<file path="src/rtl/radar_target_frame_parser_assert.svh">
// assertion macros for the frame parser rtl
`ifndef RADAR_TARGET_FRAME_PARSER_ASSERT_SVH
`define RADAR_TARGET_FRAME_PARSER_ASSERT_SVH

// same-cycle implication, sampled on clk, off while rst is high
`define RFP_ASSERT_NOW(label, ante, cons, msg) \
  label: assert property (@(posedge clk) disable iff (rst) (ante) |-> (cons)) \
    else $error(msg);

// next-cycle implication, sampled on clk, off while rst is high
`define RFP_ASSERT_NEXT(label, ante, cons, msg) \
  label: assert property (@(posedge clk) disable iff (rst) (ante) |=> (cons)) \
    else $error(msg);

`endif

</file>
<file path="src/rtl/rfp_pkg.sv">
// shared constants, types and field decode for the radar target frame parser
package rfp_pkg;

  localparam logic [7:0]  TRAIL_FIRST  = 8'h55;
  localparam logic [7:0]  TRAIL_SECOND = 8'hCC;
  localparam logic [15:0] SIGN_SPLIT   = 16'h8000;
  localparam int          HEADER_BYTES = 4;
  localparam int          TARGET_BYTES = 8;
  localparam int          SLOT_BITS    = 8 * TARGET_BYTES;

  typedef struct packed {
    logic load;
    logic shift;
  } slot_ctl_t;

  // raw below 0x8000 gives minus raw, otherwise raw minus 0x8000
  function automatic logic signed [15:0] decode_field(input logic [7:0] lo,
                                                      input logic [7:0] hi);
    logic [15:0] raw;
    logic [15:0] val;
    raw = {hi, lo};
    if (raw < SIGN_SPLIT) begin
      val = 16'd0 - raw;
    end else begin
      val = raw - SIGN_SPLIT;
    end
    return $signed(val);
  endfunction

endpackage

</file>
<file path="src/rtl/rfp_byte_cell.sv">
// one byte cell of the receive window shift chain
module rfp_byte_cell (
  input  logic       clk,
  input  logic       shift,
  input  logic [7:0] d,
  output logic [7:0] q
);

  always_ff @(posedge clk) begin
    if (shift) begin
      q <= d;
    end
  end

endmodule

</file>
<file path="src/rtl/rfp_slot_cell.sv">
// one target slot of the result drain chain, parallel load or shift from neighbor
module rfp_slot_cell (
  input  logic                         clk,
  input  rfp_pkg::slot_ctl_t           ctl,
  input  logic [rfp_pkg::SLOT_BITS-1:0] load_data,
  input  logic [rfp_pkg::SLOT_BITS-1:0] shift_data,
  output logic [rfp_pkg::SLOT_BITS-1:0] q
);

  always_ff @(posedge clk) begin
    if (ctl.load) begin
      q <= load_data;
    end else if (ctl.shift) begin
      q <= shift_data;
    end
  end

endmodule

</file>
<file path="src/rtl/radar_target_frame_parser.sv">
// top level of the tail-delimited radar target frame parser
//
//  channel | dir | handshake            | payload
//  --------+-----+----------------------+---------------------------------------------
//  rx      | in  | rx_valid / rx_stall  | rx_byte
//  res     | out | res_valid / res_stall| target_number, header_word, pos_x, pos_y,
//          |     |                      | speed, resolution, last_target
//
//  one byte a cycle is taken while rx_stall is low; the window is a chain of byte cells
//  that shifts on every stored byte, so a trailer sees the whole frame as it arrives
//  a frame is copied into a chain of target slots and drains through the single output
//  register, one result a cycle while that register is free
//  rx_stall is high while the previous frame still drains and the full window ends
//  in 0x55, so a completing trailer waits; frame spacing normally hides the drain
//  synchronous reset clears fill count, drain count and result valid; window and
//  slot bytes are not reset
//  res_stall holds the output register while res_valid is high; draining pauses with it
module radar_target_frame_parser #(
  parameter int TARGET_COUNT = 3
) (
  input  logic               clk,
  input  logic               rst,
  input  logic               rx_valid,
  output logic               rx_stall,
  input  logic [7:0]         rx_byte,
  output logic               res_valid,
  input  logic               res_stall,
  output logic [1:0]         target_number,
  output logic [31:0]        header_word,
  output logic signed [15:0] pos_x,
  output logic signed [15:0] pos_y,
  output logic signed [15:0] speed,
  output logic signed [15:0] resolution,
  output logic               last_target
);

  `include "radar_target_frame_parser_assert.svh"

  // window holds header, all target fields and the first trailer byte
  localparam int WIN_DEPTH = rfp_pkg::HEADER_BYTES + rfp_pkg::TARGET_BYTES * TARGET_COUNT + 1;
  localparam int FILL_W    = $clog2(WIN_DEPTH + 1);
  localparam int CNT_W     = $clog2(TARGET_COUNT + 1);
  localparam int IDX_W     = (TARGET_COUNT > 1) ? $clog2(TARGET_COUNT) : 1;

  // window cells, index 0 oldest, WIN_DEPTH-1 newest
  logic [7:0]              win [WIN_DEPTH];
  logic [FILL_W-1:0]       fill_count;
  logic                    win_full;

  // drain side
  logic [rfp_pkg::SLOT_BITS-1:0] slot      [TARGET_COUNT];
  logic [rfp_pkg::SLOT_BITS-1:0] slot_load [TARGET_COUNT];
  logic [CNT_W-1:0]        remaining;
  logic [IDX_W-1:0]        emit_idx;
  logic [31:0]             header;
  rfp_pkg::slot_ctl_t      slot_ctl;

  logic rx_fire;
  logic trailer;
  logic push;
  logic frame_load;
  logic res_fire;
  logic out_free;
  logic emit;

  assign win_full = (fill_count == FILL_W'(WIN_DEPTH));

  // hold off a completing trailer while the previous frame still drains
  assign rx_stall = (remaining != '0) && win_full && (win[WIN_DEPTH-1] == rfp_pkg::TRAIL_FIRST);
  assign rx_fire  = rx_valid && !rx_stall;

  // 0x55 then 0xcc with at least one byte stored since the last clear
  assign trailer    = (rx_byte == rfp_pkg::TRAIL_SECOND) && (fill_count != '0) &&
                      (win[WIN_DEPTH-1] == rfp_pkg::TRAIL_FIRST);
  assign push       = rx_fire && !trailer;
  assign frame_load = rx_fire && trailer && win_full;

  // byte cell chain, new byte enters at the newest end
  for (genvar i = 0; i < WIN_DEPTH; i++) begin : g_win
    if (i == WIN_DEPTH - 1) begin : g_head
      rfp_byte_cell u_cell (.clk(clk), .shift(push), .d(rx_byte), .q(win[i]));
    end else begin : g_body
      rfp_byte_cell u_cell (.clk(clk), .shift(push), .d(win[i+1]), .q(win[i]));
    end
  end

  always_ff @(posedge clk) begin
    if (rst) begin
      fill_count <= '0;
    end else if (rx_fire) begin
      if (trailer) begin
        fill_count <= '0;
      end else if (!win_full) begin
        fill_count <= fill_count + FILL_W'(1);
      end
    end
  end

  // output register handshake
  assign res_fire = res_valid && !res_stall;
  assign out_free = !res_valid || !res_stall;
  assign emit     = (remaining != '0) && out_free;

  assign slot_ctl.load  = frame_load;
  assign slot_ctl.shift = emit;

  // target slot chain, slot 0 feeds the output register
  for (genvar t = 0; t < TARGET_COUNT; t++) begin : g_slot
    for (genvar k = 0; k < rfp_pkg::TARGET_BYTES; k++) begin : g_byte
      assign slot_load[t][8*k +: 8] = win[rfp_pkg::HEADER_BYTES + rfp_pkg::TARGET_BYTES*t + k];
    end
    if (t == TARGET_COUNT - 1) begin : g_tail
      rfp_slot_cell u_slot (
        .clk(clk), .ctl(slot_ctl), .load_data(slot_load[t]),
        .shift_data(slot[t]), .q(slot[t])
      );
    end else begin : g_body
      rfp_slot_cell u_slot (
        .clk(clk), .ctl(slot_ctl), .load_data(slot_load[t]),
        .shift_data(slot[t+1]), .q(slot[t])
      );
    end
  end

  // header snapshot, first received byte on top
  always_ff @(posedge clk) begin
    if (frame_load) begin
      header <= {win[0], win[1], win[2], win[3]};
    end
  end

  // drain counters
  always_ff @(posedge clk) begin
    if (rst) begin
      remaining <= '0;
      emit_idx  <= '0;
    end else if (frame_load) begin
      remaining <= CNT_W'(TARGET_COUNT);
      emit_idx  <= '0;
    end else if (emit) begin
      remaining <= remaining - CNT_W'(1);
      emit_idx  <= emit_idx + IDX_W'(1);
    end
  end

  // result register, fields decoded from slot 0 as it leaves
  always_ff @(posedge clk) begin
    if (rst) begin
      res_valid <= 1'b0;
    end else if (emit) begin
      res_valid <= 1'b1;
    end else if (res_fire) begin
      res_valid <= 1'b0;
    end
  end

  always_ff @(posedge clk) begin
    if (emit) begin
      target_number <= 2'(emit_idx);
      header_word   <= header;
      pos_x         <= rfp_pkg::decode_field(slot[0][7:0],   slot[0][15:8]);
      pos_y         <= rfp_pkg::decode_field(slot[0][23:16], slot[0][31:24]);
      speed         <= rfp_pkg::decode_field(slot[0][39:32], slot[0][47:40]);
      resolution    <= rfp_pkg::decode_field(slot[0][55:48], slot[0][63:56]);
      last_target   <= (remaining == CNT_W'(1));
    end
  end

  // a new frame never lands on top of one still draining
  `RFP_ASSERT_NOW(a_load_when_idle, frame_load, remaining == '0, "frame loaded while draining")
  // a loaded frame starts a full drain from the first target
  `RFP_ASSERT_NEXT(a_load_count, frame_load, (remaining == CNT_W'(TARGET_COUNT)) && (emit_idx == '0), "drain count wrong after load")
  // a taken result that is not the last is followed at once by the next one
  `RFP_ASSERT_NEXT(a_drain_gapless, res_fire && !last_target, res_valid, "gap inside frame drain")

endmodule

</file>
<file path="config.mk">
export PLATFORM = sky130hd
export DESIGN_NAME = radar_target_frame_parser
export DESIGN_NICKNAME = d
export VERILOG_FILES = /design/src/rtl/rfp_pkg.sv /design/src/rtl/rfp_byte_cell.sv /design/src/rtl/rfp_slot_cell.sv /design/src/rtl/radar_target_frame_parser.sv
export VERILOG_INCLUDE_DIRS = /design/src /design/src/rtl
export SDC_FILE = /design/constraint.sdc
export NUM_CORES = 1
export LEC_CHECK = 0
export BUFFER_PORTS_ARGS = -buffer_cell sky130_fd_sc_hd__buf_2
export CORE_ASPECT_RATIO = 0.7
export CORE_MARGIN = 3
export CORE_UTILIZATION = 65
export CTS_BUF_LIST = sky130_fd_sc_hd__clkbuf_16
export CTS_CLUSTER_SIZE = 16
export DETAILED_ROUTE_END_ITERATION = 10
export GPL_TIMING_DRIVEN = 0
export PLACE_DENSITY = 0.92
export SLEW_MARGIN = 20
export SYNTH_ARGS = -nofsm -noshare
export SYNTH_HDL_FRONTEND = slang
export SYNTH_SLANG_ARGS = --single-unit
</file>
<file path="constraint.sdc">
create_clock -name clk -period 39.1 [get_ports clk]
set_clock_uncertainty 0.15 [all_clocks]
set_input_delay 1.955 -clock clk [delete_from_list [all_inputs] [get_ports clk]]
set_output_delay 1.955 -clock clk [all_outputs]
set_load 0.01 [all_outputs]
</file>
* After elaboration in Yosys (flattened, before gate mapping)
Index checks and enable logic that the tools add are counted.
** Word-level totals
- Register bits :: 565
- Input bits :: 12
- Output and inout bits :: 101
- Logic and storage cells :: 99
** Operators by class
- $add $sub $neg :: 11
- Order comparisons :: 4
- Equal/unequal tests :: 5
- Multiplexer cells :: 14
- Reduce and logical (&&, ||, !) cells :: 21
** Operators with widths (number)
- $mux 64 :: 4
- $lt 16x16->1 const B :: 4
- $mux 16 :: 4
- $sub 1x16->16 const A :: 4
- $sub 16x16->16 const B :: 4
- $logic_and 1x1->1 :: 10
- $mux 5 :: 2
- $eq 8x7->1 const B :: 1
- $eq 8x8->1 const B :: 1
- $reduce_bool 2->1 :: 3
- $add 5x1->5 const B :: 1
- $eq 5x5->1 const B :: 1
- $reduce_bool 5->1 :: 1
- $logic_not 1->1 :: 4
- $mux 2 :: 2
- $add 2x1->2 const B :: 1
- $eq 2x1->1 const B :: 1
- $mux 1 :: 2
- $ne 2x1->1 const B :: 1
- $reduce_and 2->1 :: 1
- $reduce_or 2->1 :: 1
- $sub 2x1->2 const B :: 1
- $logic_or 1x1->1 :: 1

* Longest topological paths before layout
Gate-level depths: netlist of the first run.
- Depth in word-level cells :: 8
- Depth in mapped cells :: 8

* Hierarchy
A second synthesis of the first run with hierarchy kept.
** Unflattened totals
- Cells, all modules :: 1041
- Area, all modules :: 21451.8 um^2
** Modules (own cells, without submodules)
- rfp_slot_cell :: instances 3, cells each 136, area an instance 2905.3 um^2
- rfp_byte_cell :: instances 29, cells each 8, area an instance 240.2 um^2
- radar_target_frame_parser :: instances 1, cells each 401, area an instance 5769.3 um^2

* Least setup slack after synthesis of the first run
No wires, ideal clock.
- Path kind :: input port to flip-flop
- Start :: input port rx_byte[3]
- End :: register g_win[0].g_body.u_cell.q[0] (enable)
- Library setup time :: 1.155 ns
- Arrival time :: 19.072 ns
- Data required time :: 37.795 ns
- Setup slack :: 18.723 ns
- Stages :: 4
- Path buffers :: 0
- Cells stage by stage :: nand2_1 > nor4_4 > and3_1 > nor3b_1
** Between the ends
- Cells in the longest elaborated chain, start to end :: 5
** Ends and longest elaborated chain
- start, declared :: line radar_target_frame_parser.sv:25 : input logic [7:0] rx_byte,
- $eq 8x8->1 :: line radar_target_frame_parser.sv:73 : assign trailer = (rx_byte == rfp_pkg::TRAIL_SECOND) && (fill_count != '0) &&
- $logic_and 1x1->1 (2 in series) :: line radar_target_frame_parser.sv:73
- $logic_not 1->1 :: line radar_target_frame_parser.sv:75 : assign push = rx_fire && !trailer;
- $logic_and 1x1->1 :: line radar_target_frame_parser.sv:75
- via g_win[0].g_body.u_cell.shift :: line rfp_byte_cell.sv:4 : input logic shift,
- end signal, assigned :: line rfp_byte_cell.sv:11 : q <= d;
- end, declared :: line rfp_byte_cell.sv:6 : output logic [7:0] q
The timed path passes the listed nets, and every way through them passes these cells.
A chain may end at the register's enable or synchronous reset.

* Worst setup path in the final report of the first run
- Start :: input port rx_byte[7]
- End :: register g_slot[0].g_body.u_slot.q[16] (netlist bit) (enable)
** Between the ends
- Cells in the longest elaborated chain, start to end :: 6
** Ends and longest elaborated chain
- $eq 8x8->1 :: line radar_target_frame_parser.sv:73
- $logic_and 1x1->1 (2 in series) :: line radar_target_frame_parser.sv:73
- $logic_and 1x1->1 (2 in series) :: line radar_target_frame_parser.sv:76 : assign frame_load = rx_fire && trailer && win_full;
- $reduce_bool 2->1 (no line)
- end signal, assigned :: line rfp_slot_cell.sv:12 : q <= load_data;
- end signal, assigned :: line rfp_slot_cell.sv:14 : q <= shift_data;
- end, declared :: line rfp_slot_cell.sv:7 : output logic [rfp_pkg::SLOT_BITS-1:0] q
Every way passes these cells.

==> results of run 1 <==
-- logic make-up (layout without fill, tap and decap cells) --
group                      count (synthesis)  after routing  synth area share [%]
DFF                                      565            565                  83.8
buffers and inverters                     44            279                  1.20
xor gates and xnor gates                  55             55                  2.39
and+or+nand+nor                          111            111                  3.05
muxes                                    132            132                  7.39
AOI/OAI and AO/OA                         55             55                  1.57
adders and majority gates                  9              9                 0.560
-- routing by layer --
layer	global-route usage (%)	routed length, um	up-vias	share of wire [%]
met4	8.37	1190	4	3.0
met5	0	27	-	0.067
li1	-	-	4200	-
met2	40.7	19900	576	50
met3	4.79	3450	105	8.6
met1	33.2	15500	4884	39
-- path summary, 6_finish.rpt --
check                                  end  slack, ns  cells past startpoint
min                        header_word[20]       0.26                      0
min reg2reg                header_word[20]       0.26                      0
max          g_slot[0].g_body.u_slot.q[16]      34.40                      9
max reg2reg   g_win[11].g_body.u_cell.q[7]      35.22                     12
-- cell type report --
type,instances,area (um2),area share [%]
clock buffers,50,1250,5.38
multi-input cells,362,3040,13.1
inverters,24,90.1,0.387
flip-flops and latches,565,16900,72.5
plain buffers,20,151,0.651
clock inverters,39,299,1.29
repair buffers,146,1050,4.51
well taps,412,515,2.22
-- state kept, by name (all words and copies together) (netlist names), 5 cells and up --
name / flops
g_win.g_body.u_cell.q: 224
g_slot.g_body.u_slot.q: 128
g_slot.g_tail.u_slot.q: 64
header: 32
header_word: 32
pos_x: 16
pos_y: 16
resolution: 16
speed: 16
g_win.g_head.u_cell.q: 8
fill_count: 5
-- power by group through the flow --
stage                     Clock, mW  Sequential, mW  Combinational [mW]
after floorplan                   0           0.940               0.127
after global placement            0           0.937               0.234
after detailed placement          0           0.903               0.284
after CTS                     0.474           0.895               0.294
after global routing          0.494           0.905               0.314
final                         0.469           0.897               0.291
-- per-stage QoR --
| step | power, mW | hold slack, ns | cells | area, um2 | utilization (%) |
|---|---|---|---|---|---|
| after floorplan | 1.07 | 0.250 | 971 | 20100 | - |
| after global placement | 1.17 | 0.251 | 1493 | 21200 | 70.1 |
| after detailed placement | 1.19 | 0.255 | 1529 | 21700 | 71.8 |
| after CTS | 1.66 | 0.260 | 1618 | 23300 | 76.9 |
| after global routing | 1.71 | 0.264 | 1618 | 23300 | 76.9 |
| final | 1.66 | 0.263 | 1618 | 23300 | 76.9 |
-- Yosys cell counts, types with 2 or more instances --
cell type and n:
buf_6 9, nor2_1 39, nor4_1 8, edfxtp_1 555
xor2_1 44, or3_1 5, clkbuf_1 6, and3_1 2
inv_1 24, nand2_1 9, nand4bb_1 2, nand3_1 4
a211oi_1 3, and4_1 3, and2_1 2, nor4b_1 2
buf_2 4, nand2b_1 2, ha_1 9, xnor2_1 11
or4_1 4, o21ai_0 4, a21oi_1 32, mux2_1 100
dfxtp_1 10, nor3_1 20, mux2_2 32, a31oi_1 11
==> metrics.md, run 1 <==
| Metric | Value |
|---|---|
| Hpwl dp | 25.2 mm |
| Area Growth Syn to Fin | 15.6% |
| Status | finished, final reports clean |
| Synth async-reset ratio | 0% |
| Post-CTS setup buffer count | 0 |
| GRT Resource Usage Total | 24.5% |
| Total Wirelength | 40.1 mm |
| Gr ovfl total | 0 |
| Drt drc | 0 |
| Largest net degree at the start of global routing | 60 |
| H-Tree Depth | 2 |
| Highest-delay cell along the critical path | nand4b_1 |
| Crit path launch type | primary input |
| Vias | 9769 |
| Port buffer count | 110 |
| Vias in the first global route | 9998 |
| Buf/Inv on CP | 5 |
| CTS Hold Buffers Added | 0 |
| WL per Instance | 24.8 um |
| Fill cells | 1445 |
| Pwr Density | 71.2 mW/mm2 |
| Clock power frac | 28.3% |
| Sw Ratio | 27.5% |
| Width of the die | 216 um |
| FP Rows | 53 |
| CTS sink cnt | 565 |
| Area leader, netlist | edfxtp_1 |
| Tmin final | 4.70 ns |
| Top FF cell, synth | edfxtp_1 |
| Die footprint | 0.0331 mm2 |
| Cell Int Power | 1.20 mW |
| Synth unique cells | 43 |
| Reg-to-Reg Start | fill_count[0] |
| Vias/cell | 6.04 |
| Highest-count cells in the layout ignoring fill and taps | edfxtp_1 (555), buf_2 (114), mux2_1 (100), clkbuf_16 (50), xor2_1 (44) |
| Routability cong. | 0.816 |
| Min-delay src | header[20] |
| Crit share post-route | 12.0% |
| Crit. Startpoint | rx_byte[7] |
| Pins Over Slew Limit | 0 |
| Synth area leaders | edfxtp_1 (83%), mux2_1 (5.6%), xor2_1 (1.9%) |
| Mapped Cells | 971 |
| Setup ws final | 34.40 ns |
| Post-Syn Area | 0.0201 mm2 |
| Net Count, Synth | 992 |
| Clock Path Buffers | 3 |
| Commonest non-fill, non-tap cell in the layout | edfxtp_1 |
| Root Buffer | clkbuf_16 |
| WP data required | 39.19 ns |
| Max-Cap Viols | 0 |
| Worst slew pin tran | 0.778 ns |
| Crit end category | flop |
| Fmax achieved | 213 MHz |
| TritonCTS clock tree | built |
| Crit-path max FO | 59 |
| Final setup violation count | 0 |
| EDFF count, synth | 555 |
| Sequential share of power | 54.1% |
| RSZ-0062 raised after global routing | no |
| CP Class | primary input to flop |
| VDD IR max | 0.0372 mV |
| Global-route wire length before repair | 60.1 mm |
| FF+latch count, synth | 565 |
| Worst-skew pair later-pin latency | 0.56 ns |
| CP delay by family, top | simple AND/OR/NAND/NOR gates |
| Final ANT Viol Nets | 0 |
| Core Region | 0.0302 mm2 |
| Setup TNS | 0 ns |
| DRT Pass-1 Iters | 5 |
| Ports | 113 |
| Clk slew on worst S/H paths | 0.07 ns |
| ANT cells | 0 |
| Seq/Total Area, Yosys | 83.8% |
| NumNets Final | 1188 |
| Share of power burned in combinational logic | 17.5% |
| Final Hold Fails | 0 |
| Die Ht | 153 um |
| Lkg Pwr | 8.15 nW |
| Layout cells sized above 1 | 22.4% |
| CP cell instances | buf_2, nand2_1, nor3_1, nand4b_1, buf_4, buf_6, nand2b_4, buf_12, buf_16 |
| Worst path max stage delay | 0.53 ns |
| Post-synth top area share | 82.8% |
| NetSw | 0.455 mW |
| Initial antenna violation count | 3 |
| Inserted Clock Buffers | 48 |
| Pre-CTS setup slack | 33.94 ns |
| CTS resizes | 0 |
| Hold crit path type | flop to flop |
| Worst EP arrival | 4.78 ns |
| YS warnings | 0 |
| Slew headroom | 47.4% |
| Syn_area_per_cell | 20.7 um2 |
| Initial DRC count | 1243 |
| Initial Util | 66.5% |
Note: power is estimated with default switching activity, not from simulation.
==> inputs of run 2 (changes only) <==
--- a/config.mk
+++ b/config.mk
@@ -9,12 +9,12 @@
 export BUFFER_PORTS_ARGS = -buffer_cell sky130_fd_sc_hd__buf_2
 export CORE_ASPECT_RATIO = 0.7
 export CORE_MARGIN = 3
-export CORE_UTILIZATION = 65
+export CORE_UTILIZATION = 60
 export CTS_BUF_LIST = sky130_fd_sc_hd__clkbuf_16
 export CTS_CLUSTER_SIZE = 16
 export DETAILED_ROUTE_END_ITERATION = 10
 export GPL_TIMING_DRIVEN = 0
-export PLACE_DENSITY = 0.92
+export PLACE_DENSITY = 0.87
 export SLEW_MARGIN = 20
 export SYNTH_ARGS = -nofsm -noshare
 export SYNTH_HDL_FRONTEND = slang
==> constraint.sdc (replaced) <==
create_clock -name clk -period 4.6 [get_ports clk]
set_clock_uncertainty 0.15 [all_clocks]
set_input_delay 0.23 -clock clk [delete_from_list [all_inputs] [get_ports clk]]
set_output_delay 0.23 -clock clk [all_outputs]
set_load 0.01 [all_outputs]
==> run 2 against run 1 <==
Sequential share of layout area decreased by 0.71 points. Non-clock buffer count grew 4. Power increased to 8.6 times the previous value. Largest power group unchanged. Combinational power grew to 8.5 times the previous value. Flip-flop and latch count unchanged. First-iteration DRC count is 11% lower. Register-to-register slack worse by 34 ns. Die area rose by 8.0%. Largest cell class unchanged. Clock power rose to 8.8 times the previous value. Critical path depth up 1.
==> metrics.md, run 2 (same netlist as run 1, synthesis figures left out) <==
| Metric | Value |
|---|---|
| NetSw | 3.80 mW |
| Hold crit path type | primary input to flop |
| Hpwl dp | 24.4 mm |
| ANT cells | 0 |
| Final core occ | 71.9% |
| Inst Count DP | 1536 |
| Die footprint | 0.0358 mm2 |
| Setup TNS | 0 ns |
| Routability cong. | 0.835 |
| Share of power burned in combinational logic | 17.3% |
| Area Growth Syn to Fin | 16.8% |
| Worst slew pin tran | 0.847 ns |
| Root Buffer | clkbuf_16 |
| TritonCTS clock tree | built |
| Inserted Clock Buffers | 49 |
| Gr ovfl total | 0 |
| Crit end category | flop |
| Pre-CTS setup slack | 1.17 ns |
| DRT Pass-1 Iters | 5 |
| CP Class | flop to flop |
| Tmin final | 3.42 ns |
| Vias | 9564 |
| Pins Over Slew Limit | 0 |
| Worst-skew pair later-pin latency | 0.58 ns |
| Slew headroom | 42.7% |
| CTS resizes | 0 |
| Layout cells sized above 1 | 21.8% |
| Sequential share of power | 53.5% |
| Crit-path max FO | 36 |
| Initial Util | 61.5% |
| Post-placement cell area | 0.0218 mm2 |
| Crit path launch type | flop |
| Initial antenna violation count | 3 |
| Clock power frac | 29.1% |
| Sw Ratio | 26.8% |
| Clock Path Buffers | 3 |
| Port buffer count | 110 |
| Drt drc | 0 |
| Worst EP arrival | 3.53 ns |
| Cell Int Power | 10.4 mW |
| Commonest non-fill, non-tap cell in the layout | edfxtp_1 |
| Ports | 113 |
| Post-CTS setup buffer count | 0 |
| Total Wirelength | 38.2 mm |
| Fin cells | 1636 |
| Setup ws final | 1.18 ns |
| Final setup violation count | 0 |
| Vias/cell | 5.85 |
| Worst hold margin | 0.232 ns |
| Max FFs per register | 224 |
| Core Region | 0.0327 mm2 |
| GRT Resource Usage Total | 21.7% |
| CTS Hold Buffers Added | 12 |
| Die Ht | 159 um |
| Pwr Density | 604 mW/mm2 |
| NumNets Final | 1193 |
| Crit share post-route | 74.4% |
| WL per Instance | 23.4 um |
| Fmax achieved | 292 MHz |
| Vias in the first global route | 9776 |
| Highest-count cells in the layout ignoring fill and taps | edfxtp_1 (555), buf_2 (114), mux2_1 (100), clkbuf_16 (50), xor2_1 (44) |
| FP Rows | 55 |
| Final instance area | 0.0235 mm2 |
| Pwr Total | 14.2 mW |
| Lkg Pwr | 8.23 nW |
| Top flop regs | g_win.g_body.u_cell.q: 224 flops, g_slot.g_body.u_slot.q: 128 flops, g_slot.g_tail.u_slot.q: 64 flops |
| Largest net degree at the start of global routing | 38 |
| Final ANT Viol Nets | 0 |
| Initial DRC count | 1108 |
| Status | finished, final reports clean |
| Final Hold Fails | 0 |
| H-Tree Depth | 2 |
| Largest Register | g_win.g_body.u_cell.q |
| Max-Cap Viols | 0 |
| VDD IR max | 0.384 mV |
| WP data required | 4.70 ns |
| Global-route wire length before repair | 58.5 mm |
| RSZ-0062 raised after global routing | no |
| Width of the die | 225 um |
| Clk slew on worst S/H paths | 0.06 ns |
| CTS sink cnt | 565 |
-- run 2: changes by cell type in the layout (fill, tap and decap cells not counted), sizes merged --
cell         previous run  this run
clkinvlp                4         0
bufinv                  4         7
dlygate4sd3             0        12
buf                   160       152
-- run 2: path summary, 6_finish.rpt --
kind	depth (start not counted)	end	slack, ns	from
hold reg to reg	0	header_word[0]	0.26	header[0]
hold / removal	2	g_win[28].g_head.u_cell.q[2]	0.23	rx_byte[2]
setup reg to reg	10	g_slot[1].g_body.u_slot.q[4]	1.18	fill_count[0]
setup / recovery	10	g_slot[1].g_body.u_slot.q[4]	1.18	fill_count[0]
-- run 2: worst max-delay path: stages, from the launching register on --
cell      delay [ns]
dfxtp_2         0.38
inv_2           0.07
ha_4            0.15
nor4b_4         0.13
nor4_4          0.44
nand4b_1        0.38
buf_4           0.34
buf_6           0.18
nand2b_4        0.30
buf_12          0.28
buf_12          0.26
-- run 2: power by group through the flow --
stage | combinational, mW | clock, mW | sequential, mW
after global routing | 2.67 | 4.38 | 7.69
final | 2.46 | 4.14 | 7.60
after global placement | 2.01 | 0 | 7.76
after floorplan | 1.09 | 0 | 7.84
after detailed placement | 2.42 | 0 | 7.67
after CTS | 2.49 | 4.19 | 7.59
-- run 2: metal layers --
| layer | GRT usage (%) | wire [um] |
|---|---|---|
| met1 | 30.9 | 15900 |
| met2 | 34.8 | 18700 |
| met3 | 4.15 | 2840 |
| met4 | 6.61 | 854 |
| met5 | 0 | 0 |
-- run 2: final cells by class --
| type | instances | area [um2] |
|---|---|---|
| Clock inverter | 38 | 368 |
| Inverter | 24 | 90.1 |
| Tap cell | 427 | 534 |
| Clock buffer | 50 | 1250 |
| Timing Repair Buffer | 150 | 1160 |
| Buffer | 20 | 151 |
| Sequential cell | 565 | 16900 |
| Fill cell | 1707 | 9190 |
| Multi-Input combinational cell | 362 | 3070 |
==> inputs of run 3 (changes only) <==
--- a/config.mk
+++ b/config.mk
@@ -9,12 +9,12 @@
 export BUFFER_PORTS_ARGS = -buffer_cell sky130_fd_sc_hd__buf_2
 export CORE_ASPECT_RATIO = 0.7
 export CORE_MARGIN = 3
-export CORE_UTILIZATION = 60
+export CORE_UTILIZATION = 54
 export CTS_BUF_LIST = sky130_fd_sc_hd__clkbuf_16
 export CTS_CLUSTER_SIZE = 16
 export DETAILED_ROUTE_END_ITERATION = 10
 export GPL_TIMING_DRIVEN = 0
-export PLACE_DENSITY = 0.87
+export PLACE_DENSITY = 0.83
 export SLEW_MARGIN = 20
 export SYNTH_ARGS = -nofsm -noshare
 export SYNTH_HDL_FRONTEND = slang
==> constraint.sdc (replaced) <==
create_clock -name clk -period 2.9 [get_ports clk]
set_clock_uncertainty 0.15 [all_clocks]
set_input_delay 0.145 -clock clk [delete_from_list [all_inputs] [get_ports clk]]
set_output_delay 0.145 -clock clk [all_outputs]
set_load 0.01 [all_outputs]
==> run 3 against run 2 <==
Fmax rose by 23%. Flip-flop and latch count did not move. Count of clock-buffer cells in the layout rose by 1. Sequential share of layout area fell by 0.41 points. Worst hold slack got worse by 0.075 ns. Critical endpoint is now g_slot[1].g_body.u_slot.q[27]. Utilization fell by 6.9 points. Highest routed layer unchanged. Final cell count rose by 4.0%. Sequential power rose by 59%. Die area rose by 11%. Final area rose by 0.59%.
==> metrics.md, run 3 (same netlist as run 1, synthesis figures left out) <==
| Metric | Value |
|---|---|
| Status | finished, final reports clean |
| DRT Pass-1 Iters | 5 |
| NumNets Final | 1205 |
| Worst hold margin | 0.156 ns |
| R2r worst-path depth | 11 |
| Layout cells sized above 1 | 22.7% |
| Width of the die | 237 um |
| H-Tree Depth | 2 |
| Crit share post-route | 95.8% |
| Hold path endpoint | g_win[28].g_head.u_cell.q[3] |
| Fin cells | 1702 |
| Initial Util | 55.3% |
| Min-delay src | rx_byte[3] |
| Final core occ | 65.0% |
| Worst hold path depth | 2 |
| Port buffer count | 110 |
| R2R setup slack | 0.12 ns |
| Crit. Startpoint | fill_count[1] |
| Hpwl dp | 24.3 mm |
| Met3 Use GR | 4.45% |
| Routability cong. | 0.784 |
| Ports | 113 |
| VDD IR max | 0.581 mV |
| FP Rows | 58 |
| Max-Cap Viols | 0 |
| Die footprint | 0.0396 mm2 |
| Commonest non-fill, non-tap cell in the layout | edfxtp_1 |
| Initial antenna violation count | 2 |
| Reg-to-Reg Start | fill_count[1] |
| Vias/cell | 5.66 |
| Max FFs per register | 224 |
| Final Hold Fails | 0 |
| Setup ws final | 0.122 ns |
| Worst slew pin tran | 0.822 ns |
| Vias in the first global route | 9741 |
| Area Growth Syn to Fin | 17.5% |
| Pwr Density | 953 mW/mm2 |
| Worst-skew pair later-pin latency | 0.57 ns |
| Inst Count DP | 1588 |
| Gr ovfl total | 0 |
| WP data required | 3.01 ns |
| M1 GR Usage | 27.5% |
| Inserted Clock Buffers | 51 |
| Core Region | 0.0364 mm2 |
| Root Buffer | clkbuf_16 |
| Final setup violation count | 0 |
| Worst EP arrival | 2.89 ns |
| Final instance area | 0.0236 mm2 |
| Die Ht | 167 um |
| Global-route wire length before repair | 58.9 mm |
| Largest Register | g_win.g_body.u_cell.q |
| CTS sink cnt | 565 |
| Crit-path max FO | 12 |
| WL per Instance | 22.8 um |
| Clk slew on worst S/H paths | 0.06 ns |
| Hold crit path type | primary input to flop |
| Highest-count cells in the layout ignoring fill and taps | edfxtp_1 (555), buf_2 (114), mux2_1 (100), clkbuf_16 (52), xor2_1 (44) |
| Total Wirelength | 38.9 mm |
| RR Endpoint | g_slot[1].g_body.u_slot.q[27] |
| Tmin final | 2.78 ns |
| Final ANT Viol Nets | 0 |
| Pins Over Slew Limit | 0 |
| Drt drc | 0 |
| Post-placement cell area | 0.0218 mm2 |
| Slew headroom | 44.4% |
| Fmax achieved | 360 MHz |
| Largest net degree at the start of global routing | 34 |
| Initial DRC count | 1191 |
| Routing usage on met2 | 31.2% |
| GRT Max-Usage Layer | met2 |
| Pre-CTS setup slack | -0.599 ns |
| Lkg Pwr | 8.29 nW |
| Setup TNS | 0 ns |
| TritonCTS clock tree | built |
| Vias | 9638 |
| Crit path launch type | flop |
| ANT cells | 0 |
| Top flop regs | g_win.g_body.u_cell.q: 224 flops, g_slot.g_body.u_slot.q: 128 flops, g_slot.g_tail.u_slot.q: 64 flops |
| Pwr Total | 22.5 mW |
| Clock Path Buffers | 3 |
| CP Class | flop to flop |
| GRT Resource Usage Total | 19.4% |
| Crit end category | flop |
## run 3: area by class of cell
class	instances	area (um2)
Buffer	20	151
Clock buffer	51	1280
Clock inverter	40	275
Fill cell	2210	12700
Inverter	24	90.1
Multi-Input combinational cell	364	3110
Sequential cell	565	16900
Tap cell	480	601
Timing Repair Buffer	158	1260
## run 3: metal layers
layer  up-vias  wire (um)
li1       4227          -
met1      4865      15900
met2       470      18800
met3        76       3330
met4         0        825
met5         -          0
## run 3: worst max path at each step
stage	to	slack, ns	depth (start not counted)
2_1_floorplan	g_win[0].g_body.u_cell.q[0]	-4.55	6
3_3_place_gp	g_win[0].g_body.u_cell.q[6]	-7.09	6
3_5_place_dp	g_slot[0].g_body.u_slot.q[14]	-0.60	9
4_1_cts	g_win[10].g_body.u_cell.q[5]	0.05	11
5_1_grt	g_slot[1].g_body.u_slot.q[27]	-0.01	11
6_report	g_slot[1].g_body.u_slot.q[27]	0.12	11
## run 3: critical path, cell delays in order (launching register included)
cell       delay, ns
dfxtp_2         0.34
inv_2           0.09
ha_1            0.17
and4_1          0.28
nand2_1         0.15
nand4b_1        0.20
buf_4           0.20
buf_4           0.19
buf_6           0.19
nand2b_4        0.13
buf_6           0.17
clkbuf_16       0.19
## run 3: what timing repair did
action / CTS / global route
hold endpoints to repair: 27 / 0
buffers inserted: 8 / 1
setup endpoints to repair: 284 / 175
hold buffers: 12 / 0
gates resized for setup: 1 / 6
gates cloned: 3 / 1
pin swaps: 2 / 3
## run 3: power by group
group | switching [mW] | internal [mW] | leakage [nW]
Combinational | 2.52 | 1.64 | 2.09
Clock | 2.83 | 3.47 | 0.823
Sequential | 0.806 | 11.2 | 5.37
